==> src/sv/stepper_full_step_sequencer_core_defines.svh <==
// ---------------------------------------------------------------------------
// Stepper full-step sequencer: assertion macros
// Shared concurrent assertion forms used by the sequencer modules.
// ---------------------------------------------------------------------------
`ifndef STEPPER_FULL_STEP_SEQUENCER_CORE_DEFINES_SVH
`define STEPPER_FULL_STEP_SEQUENCER_CORE_DEFINES_SVH

// same-cycle implication
`define SFSS_ASSERT_NOW(label, clk, rst, ante, cons) \
   label: assert property (@(posedge clk) disable iff (rst) (ante) |-> (cons)) \
      else $error("sfss assertion failed");

// next-cycle implication
`define SFSS_ASSERT_NEXT(label, clk, rst, ante, cons) \
   label: assert property (@(posedge clk) disable iff (rst) (ante) |=> (cons)) \
      else $error("sfss assertion failed");

`endif

==> src/sv/sfss_pkg.sv <==
// ---------------------------------------------------------------------------
// sfss_pkg
// Types, codes and the coil pattern table of the full-step sequencer.
// ---------------------------------------------------------------------------
package sfss_pkg;

   localparam int TimeW  = 24;
   localparam int StepsW = 15;
   localparam int CountW = 16;
   localparam int CsrIdxW = 2;

   localparam logic [TimeW-1:0] PeriodReset = 24'd1000;
   localparam logic [TimeW-1:0] PulseReset  = 24'd0;

   // register indexes
   localparam logic [CsrIdxW-1:0] REG_STEP_PERIOD = 2'd0;
   localparam logic [CsrIdxW-1:0] REG_PULSE_ON    = 2'd1;

   // item opcodes
   localparam logic OP_MOVE = 1'b0;
   localparam logic OP_TICK = 1'b1;

   // step stage codes
   localparam logic [1:0] STAGE_IDLE = 2'd0;
   localparam logic [1:0] STAGE_ON   = 2'd1;
   localparam logic [1:0] STAGE_OFF  = 2'd2;

   typedef struct packed {
      logic              op;
      logic signed [CountW-1:0] step_count;
   } req_type;

   typedef struct packed {
      logic [3:0] coils;
      logic       busy_res;
   } rsp_type;

   typedef struct packed {
      logic [TimeW-1:0] step_period_us;
      logic [TimeW-1:0] pulse_on_us;
   } cfg_type;

   function automatic logic [3:0] coil_pattern(input logic [1:0] phase);
      logic [3:0] pat;
      case (phase)
         2'd0:    pat = 4'hA;
         2'd1:    pat = 4'h6;
         2'd2:    pat = 4'h5;
         default: pat = 4'h9;
      endcase
      return pat;
   endfunction

endpackage

==> src/sv/sfss_engine.sv <==
// ---------------------------------------------------------------------------
// sfss_engine
// Step state and next-state logic; each accepted beat updates the registered state.
// ---------------------------------------------------------------------------
`include "stepper_full_step_sequencer_core_defines.svh"

module sfss_engine (
   input  logic             clock,
   input  logic             reset,
   input  logic             take,
   input  sfss_pkg::req_type item,
   input  sfss_pkg::cfg_type cfg,
   output sfss_pkg::rsp_type result
);

   logic [sfss_pkg::StepsW-1:0] steps_ff, steps_in;
   logic [1:0]                  phase_ff, phase_in;
   logic                        fwd_ff, fwd_in;
   logic [sfss_pkg::TimeW-1:0]  tc_ff, tc_in;
   logic [1:0]                  stage_ff, stage_in;
   logic [3:0]                  coil_ff, coil_in;

   logic [sfss_pkg::TimeW-1:0]  on_len, off_len, tc_inc;
   logic                        busy;
   logic [sfss_pkg::CountW-1:0] raw, neg_raw;
   logic [sfss_pkg::StepsW-1:0] mag;
   logic                        do_begin;
   logic [sfss_pkg::StepsW-1:0] b_steps;
   logic [1:0]                  b_phase;

   assign on_len  = (cfg.pulse_on_us != '0) ? cfg.pulse_on_us : cfg.step_period_us;
   assign off_len = (cfg.pulse_on_us == '0 || cfg.pulse_on_us >= cfg.step_period_us)
                    ? '0 : cfg.step_period_us - cfg.pulse_on_us;
   assign tc_inc  = tc_ff + 1'b1;
   assign busy    = (stage_ff == sfss_pkg::STAGE_ON) || (stage_ff == sfss_pkg::STAGE_OFF);

   assign raw     = item.step_count;
   assign neg_raw = -raw;
   assign mag     = raw[15] ? (neg_raw[15] ? 15'h7FFF : neg_raw[14:0]) : raw[14:0];

   always_comb begin
      steps_in = steps_ff;
      phase_in = phase_ff;
      fwd_in   = fwd_ff;
      tc_in    = tc_ff;
      stage_in = stage_ff;
      coil_in  = coil_ff;
      do_begin = 1'b0;
      b_steps  = steps_ff;
      b_phase  = phase_ff;

      if (item.op == sfss_pkg::OP_MOVE) begin
         if (!busy && raw != '0) begin
            fwd_in   = ~raw[15];
            b_steps  = mag;
            b_phase  = raw[15] ? mag[1:0] : 2'd0;
            do_begin = 1'b1;
         end
      end else if (stage_ff == sfss_pkg::STAGE_ON) begin
         tc_in = tc_inc;
         if (tc_inc >= on_len) begin
            if (off_len != '0) begin
               coil_in  = 4'h0;
               stage_in = sfss_pkg::STAGE_OFF;
               tc_in    = '0;
            end else begin
               do_begin = 1'b1;
            end
         end
      end else if (stage_ff == sfss_pkg::STAGE_OFF) begin
         tc_in = tc_inc;
         if (tc_inc >= off_len) begin
            do_begin = 1'b1;
         end
      end else begin
         stage_in = sfss_pkg::STAGE_IDLE;
         coil_in  = 4'h0;
      end

      if (do_begin) begin
         tc_in = '0;
         if (b_steps == '0) begin
            coil_in  = 4'h0;
            stage_in = sfss_pkg::STAGE_IDLE;
         end else begin
            steps_in = b_steps - 1'b1;
            phase_in = fwd_in ? b_phase + 2'd1 : b_phase - 2'd1;
            coil_in  = sfss_pkg::coil_pattern(phase_in);
            stage_in = sfss_pkg::STAGE_ON;
         end
      end
   end

   always_ff @(posedge clock) begin
      if (reset) begin
         steps_ff <= '0;
         phase_ff <= 2'd0;
         fwd_ff   <= 1'b1;
         tc_ff    <= '0;
         stage_ff <= sfss_pkg::STAGE_IDLE;
         coil_ff  <= 4'h0;
      end else if (take) begin
         steps_ff <= steps_in;
         phase_ff <= phase_in;
         fwd_ff   <= fwd_in;
         tc_ff    <= tc_in;
         stage_ff <= stage_in;
         coil_ff  <= coil_in;
      end
   end

   assign result.coils    = coil_in;
   assign result.busy_res = (stage_in == sfss_pkg::STAGE_ON) ||
                            (stage_in == sfss_pkg::STAGE_OFF);

   `SFSS_ASSERT_NOW(a_off_released, clock, reset,
      stage_ff == sfss_pkg::STAGE_OFF, coil_ff == 4'h0)
   `SFSS_ASSERT_NOW(a_on_two_coils, clock, reset,
      stage_ff == sfss_pkg::STAGE_ON, $countones(coil_ff) == 2)
   `SFSS_ASSERT_NEXT(a_hold_when_idle, clock, reset,
      !take, $stable(stage_ff) && $stable(tc_ff) && $stable(steps_ff))

endmodule

==> src/sv/stepper_full_step_sequencer_core.sv <==
// ---------------------------------------------------------------------------
// stepper_full_step_sequencer_core
// Full-step coil sequencer for a 4-wire stepper, driven by move and tick beats.
//
//   channel  dir  handshake          payload
//   req      in   req_valid/ready    sfss_pkg::req_type (op, step_count)
//   rsp      out  rsp_valid/ready    sfss_pkg::rsp_type (coils, busy_res)
//   csr      in   csr_we             csr_index, csr_wdata (24 bit)
//
// One beat per cycle unless req is stalled; each beat's result is registered
// in the output register on acceptance. The output register stalls req only
// while a result is held and rsp_ready is low. Synchronous active-high reset;
// no clearing pass.
// ---------------------------------------------------------------------------
`include "stepper_full_step_sequencer_core_defines.svh"

module stepper_full_step_sequencer_core (
   input  logic                                clock,
   input  logic                                reset,
   input  logic                                req_valid,
   output logic                                req_ready,
   input  sfss_pkg::req_type                   req_data,
   output logic                                rsp_valid,
   input  logic                                rsp_ready,
   output sfss_pkg::rsp_type                   rsp_data,
   input  logic                                csr_we,
   input  logic [sfss_pkg::CsrIdxW-1:0]        csr_index,
   input  logic [sfss_pkg::TimeW-1:0]          csr_wdata
);

   sfss_pkg::cfg_type cfg_ff;
   sfss_pkg::rsp_type result;
   sfss_pkg::rsp_type rsp_data_ff;
   logic              rsp_valid_ff;
   logic              take;

   assign req_ready = !rsp_valid_ff || rsp_ready;
   assign take      = req_valid && req_ready;

   always_ff @(posedge clock) begin
      if (reset) begin
         cfg_ff.step_period_us <= sfss_pkg::PeriodReset;
         cfg_ff.pulse_on_us    <= sfss_pkg::PulseReset;
      end else if (csr_we) begin
         unique case (csr_index)
            sfss_pkg::REG_STEP_PERIOD: cfg_ff.step_period_us <= csr_wdata;
            sfss_pkg::REG_PULSE_ON:    cfg_ff.pulse_on_us    <= csr_wdata;
            default: ;
         endcase
      end
   end

   sfss_engine u_engine (
      .clock  (clock),
      .reset  (reset),
      .take   (take),
      .item   (req_data),
      .cfg    (cfg_ff),
      .result (result)
   );

   always_ff @(posedge clock) begin
      if (reset) begin
         rsp_valid_ff <= 1'b0;
      end else if (take) begin
         rsp_valid_ff <= 1'b1;
      end else if (rsp_ready) begin
         rsp_valid_ff <= 1'b0;
      end
   end

   always_ff @(posedge clock) begin
      if (take) begin
         rsp_data_ff <= result;
      end
   end

   assign rsp_valid = rsp_valid_ff;
   assign rsp_data  = rsp_data_ff;

   `SFSS_ASSERT_NEXT(a_beat_lands, clock, reset, take, rsp_valid)
   `SFSS_ASSERT_NOW(a_idle_released, clock, reset,
      rsp_valid && !rsp_data.busy_res, rsp_data.coils == 4'h0)
   `SFSS_ASSERT_NOW(a_ready_rule, clock, reset,
      !rsp_valid, req_ready)

endmodule

==> config.mk <==
export PLATFORM = sky130hd
export DESIGN_NAME = stepper_full_step_sequencer_core
export DESIGN_NICKNAME = d
export VERILOG_FILES = /design/src/sv/sfss_pkg.sv /design/src/sv/sfss_engine.sv /design/src/sv/stepper_full_step_sequencer_core.sv
export VERILOG_INCLUDE_DIRS = /design/src /design/src/sv
export SDC_FILE = /design/constraint.sdc
export NUM_CORES = 1
export LEC_CHECK = 0
export BUFFER_PORTS_ARGS = -buffer_cell sky130_fd_sc_hd__buf_2
export CAP_MARGIN = 20
export CORE_MARGIN = 2
export CORE_UTILIZATION = 40
export DETAILED_ROUTE_END_ITERATION = 8
export HOLD_SLACK_MARGIN = 0.02
export PLACE_DENSITY = 0.55
export RECOVER_POWER = 100
export SYNTH_ARGS = -nofsm -noshare
export SYNTH_HDL_FRONTEND = slang
export SYNTH_SLANG_ARGS = --single-unit
==> constraint.sdc <==
create_clock -name clock -period 9.3 [get_ports clock]
set_input_delay 0.93 -clock clock [delete_from_list [all_inputs] [get_ports clock]]
set_output_delay 0.93 -clock clock [all_outputs]
set_load 0.01 [all_outputs]
# ---- Word level (Yosys, flattened, before mapping)
# Cells that the tools add are included.
dict set report classes {
  shift 0
  reduce_logical 22
  mul 0
  div 0
  n_addsub 6
  n_lt_le_gt_ge 3
  eq_ne 7
  n_bitwise 2
  n_mux 42
}
# op count
set ops {}
lappend ops {{24-bit 2-to-1 mux} 8}
lappend ops {{24-bit >= comparator} 3}
lappend ops {{15-bit 2-to-1 mux} 4}
lappend ops {{24-bit nonzero test} 2}
lappend ops {{4-bit 2-to-1 mux} 7}
lappend ops {{24-bit by 1-bit adder with 24-bit output, second input constant} 1}
lappend ops {{24-bit zero test} 1}
lappend ops {{24-bit subtractor} 1}
lappend ops {{2-bit 2-to-1 mux} 10}
lappend ops {{16-bit negator} 1}
lappend ops {{16-bit nonzero test} 1}
lappend ops {{15-bit zero test} 1}
lappend ops {{15-bit by 1-bit subtractor with 15-bit output, second input constant} 1}
lappend ops {{1-bit 2-to-1 mux} 12}
lappend ops {{4-bit case mux with 3 select lines} 1}
lappend ops {{2-bit by 1-bit equality test with 1-bit output, second input constant} 4}
lappend ops {{2-bit equality test, second input constant} 3}
lappend ops {{3-bit AND reduction} 2}
lappend ops {{2-bit zero test} 2}
lappend ops {{1-bit logical OR} 4}
lappend ops {{2-bit AND reduction} 2}
lappend ops {{2-bit nonzero test} 2}
lappend ops {{3-bit nonzero test} 1}
lappend ops {{2-bit by 1-bit adder with 2-bit output, second input constant} 1}
lappend ops {{4 further kinds} 7}
dict set report totals {
  rom_bits 0
  ramBits 0
  output_inout_bits 7
  reg_bits 102
  latch_bits 0
  wordCells 93
  inputBits 48
  mem_count 0
}

# ---- Longest topological paths before layout
# Gate-level depths: netlist of the first run.
dict set report logic_depth {
  word_depth 12
  depth_mapped 26
  mapped_depth_nobuf 25
}

# ---- Hierarchy
# Synthesis of the first run repeated with hierarchy kept, for this count alone.
dict set report unflattened {
  hier_cells 1148
  hier_area_um2 9026.2
}
# module cells_per_inst seq_area_each_um2 area_each_um2 n_inst
set by_module_without_submodules {}
lappend by_module_without_submodules {sfss_engine 946 960.9 6811.5 1}
lappend by_module_without_submodules {stepper_full_step_sequencer_core 202 1131.1 2214.6 1}

# ---- Worst setup path before layout of the first run
# Ideal clock, no wire load.
dict set report synth_path {
  path_kind {input to register}
  from {in req_data[0] (netlist bit)}
  to {reg u_engine.steps_ff[1] (netlist bit)}
  arrival_ns 5.001
  required_time_ns 9.214
  slack_ns 4.213
  stages 19
  setup_time_ns 0.086
  n_path_buf 4
  cell_sequence {inv_1 -> ha_1 -> or4b_2 -> nor4_2 -> a31o_2 -> clkbuf_1 -> buf_1 -> buf_1 -> nor2_1 -> a21oi_1 -> ha_1 -> a21bo_2 -> nor3b_2 -> and2_1 -> nand4_1 -> nand2_1 -> nor2_4 -> buf_2 -> a211oi_1}
}
dict set report synth_between {
  elab_chain_len 8
  word_cells_on_any_way 13
  cone_classes {2 x add/sub; 6 x mux; 1 x bitwise; 4 x reduce/logical}
}
# item line
set synth_lines {}
lappend synth_lines {{start, declared} stepper_full_step_sequencer_core.sv:22} ;# input sfss_pkg::req_type req_data,
lappend synth_lines {{parallel branches: the longest is 8 deep, another holds 16-bit negator} n/a}
lappend synth_lines {{end signal, assigned} sfss_engine.sv:103} ;# steps_ff <= steps_in;
lappend synth_lines {{end, declared} sfss_engine.sv:16} ;# logic [sfss_pkg::StepsW-1:0] steps_ff, steps_in;
# Parallel ways; which one is timed is not known.
# A chain may end at the register's enable or synchronous reset.

# ---- Final worst setup path of the first run
dict set report layout_path {
  from {reg cfg_ff[18] (netlist bit)}
  to {reg u_engine.tc_ff[3] (netlist bit)}
}
dict set report layout_between {
  elab_chain_len 10
  word_cells_on_any_way 24
  cone_classes {1 x add/sub; 3 x order compare; 13 x mux; 7 x reduce/logical}
}
# item line
set layout_lines {}
lappend layout_lines {{start, declared} stepper_full_step_sequencer_core.sv:31} ;# sfss_pkg::cfg_type cfg_ff;
lappend layout_lines {{24-bit >= comparator / 24-bit zero test (equally long branches)} sfss_engine.sv:32} ;# assign off_len = (cfg.pulse_on_us == '0 || cfg.pulse_on_us >= cfg.step_period_us)
lappend layout_lines {{1-bit logical OR} sfss_engine.sv:32}
lappend layout_lines {{24-bit 2-to-1 mux} sfss_engine.sv:33} ;# ? '0 : cfg.step_period_us - cfg.pulse_on_us;
lappend layout_lines {{24-bit >= comparator / 24-bit nonzero test (equally long branches)} {sfss_engine.sv:72, sfss_engine.sv:62}}
lappend layout_lines {{1-bit 2-to-1 mux (on tied branches)} {sfss_engine.sv:72, sfss_engine.sv:62}}
lappend layout_lines {{1-bit 2-to-1 mux (on tied branches)} {sfss_engine.sv:70, sfss_engine.sv:61}}
lappend layout_lines {{1-bit 2-to-1 mux} sfss_engine.sv:59} ;# end else if (stage_ff == sfss_pkg::STAGE_ON) begin
lappend layout_lines {{1-bit 2-to-1 mux} sfss_engine.sv:52} ;# if (item.op == sfss_pkg::OP_MOVE) begin
lappend layout_lines {{3-bit nonzero test (no source line) / 2-bit nonzero test (equally long branches)} n/a}
lappend layout_lines {{3-bit AND reduction (no source line)} n/a}
lappend layout_lines {{end signal, assigned} sfss_engine.sv:106} ;# tc_ff <= tc_in;
lappend layout_lines {{end, declared} sfss_engine.sv:19} ;# logic [sfss_pkg::TimeW-1:0] tc_ff, tc_in;
# Several ways; a longest one is shown, not always the timed one. The select of a mux whose other input is x is not followed.

==> impl_metrics.toml, run 1 <==
[synth]
synthMuxAreaShare_pct = 1.003
synth_edf_count = 5
yosysSeqAreaShare_pct = 25.40
ys.warnings.count = 0
synth_area_um2 = 8237
synth-seq-cells = 102
synth_adder_area_share_pct = 12.09
synth_fp_nets = 1256
synth_compound_area_share_pct = 26.20
synth.distinct_cells = 79
synth_top_family_by_area = "simple AND/OR/NAND/NOR gates"
synthSimpleGateAreaFrac_pct = 26.84
ys_async_sr_fraction_pct = 0
netlist_instances = 1129
postSynthAreaPerCell_um2 = 7.296
synthXorXnorAreaFrac_pct = 3.828
ys.flop_type = "dfxtp_1"

[global_routing]
grt_pass1_vias = 7155
grt_overflow = 0
grt_max_degree = 79
grt.met2_usage_pct = 32.55
met3_usage_pct = 2.654
busiest_layer = "met2"
grtUsageTotal_pct = 20.75
grt_first_pass_wirelength_mm = 37.01
use_met1_pct = 30.29
antenna_found_initial = 0

[floorplan]
row_count = 52
die-area_um2 = 21750
pin_count = 55
die_h_um = 147.5
die_w_um = 147.5
core_um2 = 20230
initial_utilization_pct = 40.71

[clock_tree]
clock_latency_ns = 0.36
cts_buffers = 9
cts_setup_buffers = 0
cts.hold.buffers_added = 0
cts_root_buf = "clkbuf_16"
cts_tree = "done"
cts_max_level = 3
path_clk_slew_ns = 0.07
cts.sinks = 102
cts_resized = 0
clk_path_buf_depth = 2

[timing]
timing.final.crit_share_pct = 78.74
tightest_slew_ns = 3.590
slew_violations = 105
fin_ws_ns = 1.978
finClkSkew_ns = 0.01006
relSlewSlack_pct = -139.4
setup_violations = 0
rsz0062_at_grt = "no"
finalSetupTns_ns = 0
hold_violations = 0
fin_crit_ns = 7.322
fmax_mhz = 136.6

[power]
power.density_nw_per_um2 = 137.3
peakVddDrop_uv = 89.15
p_int_mw = 0.7885
p_switching_mw = 0.4354
power_frac_seq_pct = 38.7
combPwrFrac_pct = 32.1
p_leak_nw = 3.629
p_clk_share_pct = 29.2
switching_share_pct = 35.58

[cells_and_area]
syn_to_final_growth_pct = 8.203
drive_above_1_share_pct = 8.160
diodes = 0
final_net_count = 1274

[placed_design]
place_ws_ns = 2.945
numPortBuffers = 54
routabilityCongestion = 0.8820
dpl.hpwl_mm = 17.44

[run_status]
failed_checks = "capacitance limit, slew limit"
status = "complete, but fails checks"

[critical_path]
crit_chain = "inv_1 > ha_1 > nand3_1 > nor3_1 > a21boi_0 > o21ai_0 > a21oi_1 > inv_1 > nor2_1 > ha_1 > nand2b_1 > a211oi_1 > o21bai_1 > a31oi_1 > o22ai_1 > a21oi_1 > o21ai_0 > a21oi_1 > a21o_1 > and2_0 > a211o_1"
slowest_stage = "a21oi_1"
crit_fanout = 25
startpoint_type = "register"
cp_data_required_time_ns = 9.60
endpoint_kind = "register"
crit_type = "register to register"
cpPeakStageDelay_ns = 1.33
cpMostUsedCell = "a21oi_1"
critPathArrivalTime_ns = 7.62

[route]
wl_per_cell_um = 15.84
viasPerCell = 5.615
first_pass_iters = 5
num_vias = 7984
routed_wl_mm = 22.53
drcViolationCount = 0
drtIter0Drc = 406
ant_nets = 0

[worst_hold_path]
hold_class = "register to register"

[run]
drv_cap = 2
## cell usage after synthesis, types with 15 or more instances
library cell / n / share of area [%]
ha_1: 78 / 12
nor2_1: 55 / 2.5
nand2b_1: 26 / 2.0
o21ai_0: 60 / 3.6
dfxtp_1: 97 / 24
nand2_1: 223 / 10
inv_1: 44 / 2.0
a21o_1: 25 / 2.3
xnor2_1: 18 / 1.9
xor2_1: 18 / 1.9
nor3_1: 21 / 1.3
a21oi_1: 145 / 8.8
clkbuf_1: 43 / 2.0
nand4_1: 15 / 1.1
nand3_1: 25 / 1.5
## layer usage
metal  vias up  share of wire, %
met4         0               1.2
met3        14               3.6
li1       4094                 -
met1      3754                51
met2       122                44
met5         -                 0
## state kept, by name, summed over array words and instances, names as in the netlist
signal and cells:
u_engine.coil_ff 4, rsp_data 5, u_engine.phase_ff 2, cfg_ff 48, u_engine.steps_ff 15, rsp_valid 1
u_engine.fwd_ff 1, u_engine.tc_ff 24, u_engine.stage_ff 2
## through the flow
stage	util (%)	hold slack [ns]	std cells	cell area [um2]	power, mW
2_1_floorplan	-	0.4320	1129	8237	0.7709
3_3_place_gp	42.89	0.4418	1406	8678	0.8752
3_5_place_dp	42.89	0.4484	1406	8678	0.8747
4_1_cts	44.21	0.4579	1422	8945	1.235
5_1_grt	44.05	0.4750	1422	8912	1.302
6_report	44.05	0.4591	1422	8912	1.224
## worst paths after layout
check                        start               endpoint  slack [ns]  cells after the start
min          u_engine.steps_ff[13]  u_engine.steps_ff[13]        0.46                      2
max reg2reg             cfg_ff[18]      u_engine.tc_ff[3]        1.98                     21
min reg2reg  u_engine.steps_ff[13]  u_engine.steps_ff[13]        0.46                      2
max                     cfg_ff[18]      u_engine.tc_ff[3]        1.98                     21
## final cells by class
cell class                      count  area, um2
Tap cell                          270      337.8
Multi-Input combinational cell    930       5752
Clock buffer                       10      229.0
Inverter                           45      168.9
Fill cell                        2132      11320
Timing Repair Buffer               59      295.3
Sequential cell                   102       2092
Clock inverter                      6      37.54
## critical path, delay by kind of cell (launching register included)
kind | cells | cell delay [ns]
and+or+nand+nor | 5 | 1.75
buffers and inverters | 2 | 0.36
AOI/OAI and AO/OA | 12 | 4.06
DFF | 1 | 0.37
adders and majority gates | 2 | 0.70
## layout by cell type (no fill, tap or decap), types with 7 or more instances in the layout
cell,n
clkbuf_16,9
nand2_1,223
or3_1,14
a21oi_1,146
or2_2,11
ha_1,78
nor2b_1,12
o21ai_0,60
nor4_1,10
a211oi_1,13
a21o_1,25
buf_2,47
nand3_1,26
xor2_1,18
nor3_1,21
o21a_1,7
nand2b_1,26
a31oi_1,14
xnor2_1,18
nor2_1,56
dfxtp_1,97
clkbuf_1,9
nand4_1,15
inv_1,44
a22oi_1,9
and3_1,14
## logic make-up (layout without fill, tap and decap cells)
family                   Yosys count  count (layout)
AND/OR/NAND/NOR                  461             461
AO/OA/AOI/OAI                    346             346
flip-flops                       102             102
buffers and inverters             97             120
adder cells (fa/ha/maj)           79              79
XOR/XNOR                          36              36
multiplexers                       8               8
## power by group through the flow
stage	logic [mW]	clock network [mW]	registers [mW]
6_report	0.393	0.358	0.473
5_1_grt	0.441	0.385	0.476
4_1_cts	0.394	0.368	0.473
3_5_place_dp	0.391	0	0.483
3_3_place_gp	0.392	0	0.483
2_1_floorplan	0.290	0	0.481
No activity file was read; power rests on OpenSTA's default activity.
==> run 2, diff against run 1 <==
Settings changed: ABC_AREA set to 1, PLACE_DENSITY 0.55 to 0.54.
Clock period 9.3 ns to 7.3 ns, I/O delays scaled along.
==> run 2 against run 1 <==
Register-to-register slack got worse by 0.23 ns. The run still ends with capacitance limit, slew limit left. Combinational power grew 120%. Sequential power increased by 36%. Wire length increased by 5.6%. Core utilization is 0.26 points higher. Final cell count up 21%. Largest cell class unchanged. Cell area is 4.8% higher. Synthesized cell count up 25%. Critical path type unchanged.
==> impl_metrics.toml, run 2 <==
[timing]
hold_violations = 0
finClkSkew_ns = 0.008650
fmax_mhz = 180.3
relSlewSlack_pct = -133.0
setup_violations = 0
fin_crit_ns = 5.547
timing.final.crit_share_pct = 75.99
slew_violations = 135
tightest_slew_ns = 3.495
fin_ws_ns = 1.753
finalSetupTns_ns = 0
rsz0062_at_grt = "no"

[global_routing]
grt_pass1_vias = 7698
grt_max_degree = 87
grtUsageTotal_pct = 21.87
grt_first_pass_wirelength_mm = 39.19
grt_overflow = 0
antenna_found_initial = 0

[critical_path]
endpoint_kind = "register"
cp_data_required_time_ns = 7.59
reg2reg_from = "cfg_ff[24]"
slowest_stage = "nand2_1"
cp_num_buf_inv = 4
critPathTopFamily = "simple AND/OR/NAND/NOR gates"
r2r_cells = 28
critPathArrivalTime_ns = 5.84
crit_type = "register to register"
crit_fanout = 47
startpoint_type = "register"
cpMostUsedCell = "nand2_1"
r2r_setup_slack_ns = 1.75
cpPeakStageDelay_ns = 0.90
r2r_end = "u_engine.tc_ff[8]"

[synth]
synth.distinct_cells = 39
yosysTopAreaCell = "dfxtp_1"
ys_async_sr_fraction_pct = 0
synth.area.top_cells = "dfxtp_1 23%, nand2_1 16%, ha_1 11%, inv_1 9.1%, nor2_1 7.9%"
ys.warnings.count = 0
synth_area_um2 = 8599
synth.top_cell.area_share_pct = 22.58
netlist_instances = 1406
ys.flop_type = "dfxtp_1"
synth_edf_count = 5
postSynthAreaPerCell_um2 = 6.116
yosysMostFrequentCell = "nand2_1"
yosysSeqAreaShare_pct = 24.33
synth_common_cells = "373 x nand2_1, 208 x inv_1, 180 x nor2_1"
synth-seq-cells = 102
synth_fp_nets = 1533

[clock_tree]
clock_latency_ns = 0.36
cts_max_level = 3
cts_setup_buffers = 0
cts.hold.buffers_added = 0
cts_resized = 0
cts.sinks = 102
cts_root_buf = "clkbuf_16"
path_clk_slew_ns = 0.07
cts_tree = "done"
clk_path_buf_depth = 2
cts_buffers = 9

[power]
p_leak_nw = 4.894
peakVddDrop_uv = 106.9
power_frac_seq_pct = 31.3
p_clk_share_pct = 27.5
switching_share_pct = 39.75
combPwrFrac_pct = 41.2
p_switching_mw = 0.8193
p_int_mw = 1.242
power.density_nw_per_um2 = 220.6

[floorplan]
pin_count = 55
row_count = 53
die_h_um = 150.6
initial_utilization_pct = 40.78
core_um2 = 21090
die-area_um2 = 22690
die_w_um = 150.6

[cells_and_area]
layout_commonest_cell = "nand2_1"
final_net_count = 1564
final_cell_mix = "376 x nand2_1, 207 x inv_1, 180 x nor2_1"
reg_top3 = "cfg_ff x48, u_engine.tc_ff x24, u_engine.steps_ff x15"
diodes = 0
syn_to_final_growth_pct = 8.657
largest_register = "cfg_ff"
fill_cells = 2353
post-route-util_pct = 44.31
drive_above_1_share_pct = 5.617
largest_reg_flops = 48

[route]
drcViolationCount = 0
ant_nets = 0
routed_wl_mm = 23.78
viasPerCell = 4.870
drtIter0Drc = 440
first_pass_iters = 5
num_vias = 8362
wl_per_cell_um = 13.85

[placed_design]
numPortBuffers = 54
dpl.hpwl_mm = 18.62
place_ws_ns = 2.195
routabilityCongestion = 0.9192

[worst_hold_path]
hold_start = "u_engine.steps_ff[6]"
hold_end = "u_engine.steps_ff[6]"
hold_class = "register to register"
holdPathStages = 2

[run_status]
status = "complete, but fails checks"
failed_checks = "capacitance limit, slew limit"

[run]
drv_cap = 2
-- run 2: cell count changes after synthesis, sizes merged, moves of 26 or more --
cell / change
inv: +168
nand2: +157
nor2: +132
nand3: +63
xor2: +28
nand2b: -26
-- run 2: cell type report --
type,instances,area [um2],share of cell area [%]
Clock buffer,9,225.2,2.410
Clock inverter,7,112.6,1.205
Inverter,213,802.0,8.583
Multi-Input combinational cell,1054,5489,58.74
Sequential cell,102,2092,22.39
Tap cell,275,344.1,3.682
Timing Repair Buffer,57,279.0,2.986
-- run 2: power by group through the flow --
stage	combinational, mW	clock (mW)	sequential, mW
after floorplan	0.654	0	0.653
after global placement	0.844	0	0.657
after detailed placement	0.850	0	0.658
after CTS	0.856	0.580	0.645
after global routing	0.991	0.598	0.651
final	0.850	0.567	0.645
-- run 2: worst max-delay path by stage --
stage                                 start            endpoint  slack, ns  depth (start not counted)
after floorplan           u_engine.tc_ff[0]   u_engine.tc_ff[6]       3.48                         24
after global placement           cfg_ff[24]  u_engine.tc_ff[23]       2.31                         27
after detailed placement         cfg_ff[24]  u_engine.tc_ff[20]       2.19                         27
after CTS                        cfg_ff[24]  u_engine.tc_ff[20]       2.16                         27
after global routing             cfg_ff[24]   u_engine.tc_ff[7]       0.99                         28
final                            cfg_ff[24]   u_engine.tc_ff[8]       1.75                         28
-- run 2: worst reg2reg max path: cells and delay by family, from the launching register on --
kind,cells,cell delay (ns)
flip-flops,1,0.33
AO/OA/AOI/OAI,1,0.19
adder cells (fa/ha/maj),3,0.74
AND/OR/NAND/NOR,20,3.91
buffers and inverters,4,0.32
-- run 2: metal layers --
layer / vias to the layer above / share of wire, % / track usage (%)
li1: 4550 / - / -
met4: 0 / 2.1 / 6.355
met3: 26 / 2.9 / 2.485
met2: 111 / 42 / 34.00
met5: - / 0 / 0
met1: 3675 / 53 / 31.77
-- run 2: through the flow --
stage / hold slack, ns / instances / power [mW] / cell area, um2
final: 0.4698 / 1717 / 2.061 / 9344
after detailed placement: 0.4603 / 1701 / 1.507 / 9047
after global placement: 0.4544 / 1701 / 1.501 / 9047
after CTS: 0.4712 / 1717 / 2.081 / 9385
after floorplan: 0.4372 / 1406 / 1.307 / 8600
after global routing: 0.5031 / 1717 / 2.241 / 9344
-- run 2: cells by family after synthesis --
family,synth area share (%)
AO/OA/AOI/OAI,12.99
XOR/XNOR,5.194
adder cells (fa/ha/maj),11.58
buffers and inverters,11.52
flip-flops,24.33
AND/OR/NAND/NOR,34.38
==> run 3, diff against run 2 <==
Clock period 7.3 ns to 5.6 ns, I/O delays scaled along.
==> run 3 against run 2 <==
Cell area hardly changed. Maximum frequency is 14% higher. Critical endpoint is now rsp_data[0]. The flow now finishes without violations. Largest power group unchanged. Combinational power is 32% higher. Core utilization hardly changed.
==> impl_metrics.toml, run 3 (same netlist as run 2, synthesis figures left out) <==
[global_routing]
grt_first_pass_wirelength_mm = 39.55
grtUsageTotal_pct = 22.06
grt_max_degree = 87
antenna_found_initial = 0
grt_pass1_vias = 7635
grt_overflow = 0

[clock_tree]
path_clk_slew_ns = 0.07
cts_max_level = 3
cts_setup_buffers = 0
cts.hold.buffers_added = 0
clock_latency_ns = 0.36
clk_path_buf_depth = 2
cts_root_buf = "clkbuf_16"
cts_tree = "done"
cts.sinks = 102
cts_buffers = 9

[floorplan]
row_count = 53
initial_utilization_pct = 40.78
die_h_um = 150.6
die-area_um2 = 22690
core_um2 = 21090
pin_count = 55
die_w_um = 150.6

[placed_design]
dp.cells = 1704
routabilityCongestion = 0.8917
numPortBuffers = 54
dpl.hpwl_mm = 18.90
place_ws_ns = 0.6412

[cells_and_area]
diodes = 0
final_net_count = 1568
layout_commonest_cell = "nand2_1"
fill_cells = 2341
largest_register = "cfg_ff"
drive_above_1_share_pct = 5.947
syn_to_final_growth_pct = 8.672
reg_top3 = "cfg_ff x48, u_engine.tc_ff x24, u_engine.steps_ff x15"
final_cell_mix = "373 x nand2_1, 208 x inv_1, 180 x nor2_1"
largest_reg_flops = 48
final_cells = 1721

[timing]
timing.final.crit_share_pct = 86.62
finalSetupTns_ns = 0
fmax_mhz = 206.1
hold_violations = 0
slew_violations = 0
relSlewSlack_pct = 21.39
fin_crit_ns = 4.851
setup_violations = 0
fin_ws_ns = 0.7490
rsz0062_at_grt = "no"
tightest_slew_ns = 1.179
finClkSkew_ns = 0.01439

[critical_path]
slowest_stage = "fa_1"
r2r_setup_slack_ns = 0.75
cpMostUsedCell = "nand2_1"
cpPeakStageDelay_ns = 0.44
crit_type = "register to register"
startpoint_type = "register"
reg2reg_from = "cfg_ff[24]"
critPathArrivalTime_ns = 4.96
r2r_end = "rsp_data[0]"
critPathTopFamily = "simple AND/OR/NAND/NOR gates"
cp_data_required_time_ns = 5.71
r2r_cells = 26
crit_fanout = 12
endpoint_kind = "register"
cp_num_buf_inv = 3

[power]
power.density_nw_per_um2 = 278.5
peakVddDrop_uv = 157.6
p_leak_nw = 4.904
power_mw = 2.603

[route]
routed_wl_mm = 24.13
drcViolationCount = 0
highest_layer = "met4"
num_vias = 8443
first_pass_iters = 5
viasPerCell = 4.906
ant_nets = 0
wl_met3_um = 764
drtIter0Drc = 511
wl_met2_mm = 10.31
wl_per_cell_um = 14.02
m1WireLength_mm = 12.77

[worst_hold_path]
hold_class = "primary input to register"
holdPathStages = 3
hold_end = "cfg_ff[29]"
hold_start = "csr_wdata[5]"

[run_status]
status = "completed"

[run]
drv_cap = 0
## run 3: where the power goes
group | internal, mW | total [mW] | switching [mW]
sequential | 0.800 | 0.842 | 0.0420
combinational | 0.384 | 1.12 | 0.732
clock | 0.344 | 0.645 | 0.301
total | 1.53 | 2.60 | 1.07
## run 3: timing repair
item,CTS,global route
setup endpoints to repair,0,24
hold endpoints to repair,0,0
gates resized for setup,0,1
## run 3: area by class of cell
class                      count  area, um2  area share (%)
multi-input combinational   1054       5512           58.98
sequential                   102       2092           22.39
inverter                     213      802.0           8.582
tap                          275      344.1           3.682
timing repair buffer          61      305.3           3.267
clock buffer                   9      225.2           2.410
clock inverter                 7      65.06          0.6962
## run 3: routing by layer
layer	vias to the layer above	global-route usage, %
met2	115	34.50
met4	0	4.206
li1	4560	-
met5	-	0
met1	3755	32.29
met3	13	3.273
## run 3: through the flow
step | instance area (um2) | util, % | hold WS [ns]
2_1_floorplan | 8600 | - | 0.4372
3_3_place_gp | 9070 | 43.01 | 0.4541
3_5_place_dp | 9070 | 43.01 | 0.4588
4_1_cts | 9360 | 44.39 | 0.4105
5_1_grt | 9345 | 44.32 | 0.4312
6_report | 9345 | 44.32 | 0.4229
## run 3: worst max path at each step
stage,endpoint,slack (ns),from,depth (start not counted)
final,rsp_data[0],0.75,cfg_ff[24],26
after global routing,u_engine.tc_ff[8],0.06,cfg_ff[24],28
after CTS,u_engine.tc_ff[8],0.59,cfg_ff[24],28
after detailed placement,u_engine.tc_ff[20],0.64,cfg_ff[24],28
after global placement,u_engine.tc_ff[19],0.77,cfg_ff[24],28
after floorplan,u_engine.tc_ff[6],1.78,u_engine.tc_ff[0],24
## run 3: worst reg2reg max path, delay by kind of cell (launching register included)
family	cells	cell delay, ns
and+or+nand+nor	15	2.18
AOI/OAI and AO/OA	5	0.90
DFF	1	0.31
buffers and inverters	3	0.39
adders and majority gates	3	0.82
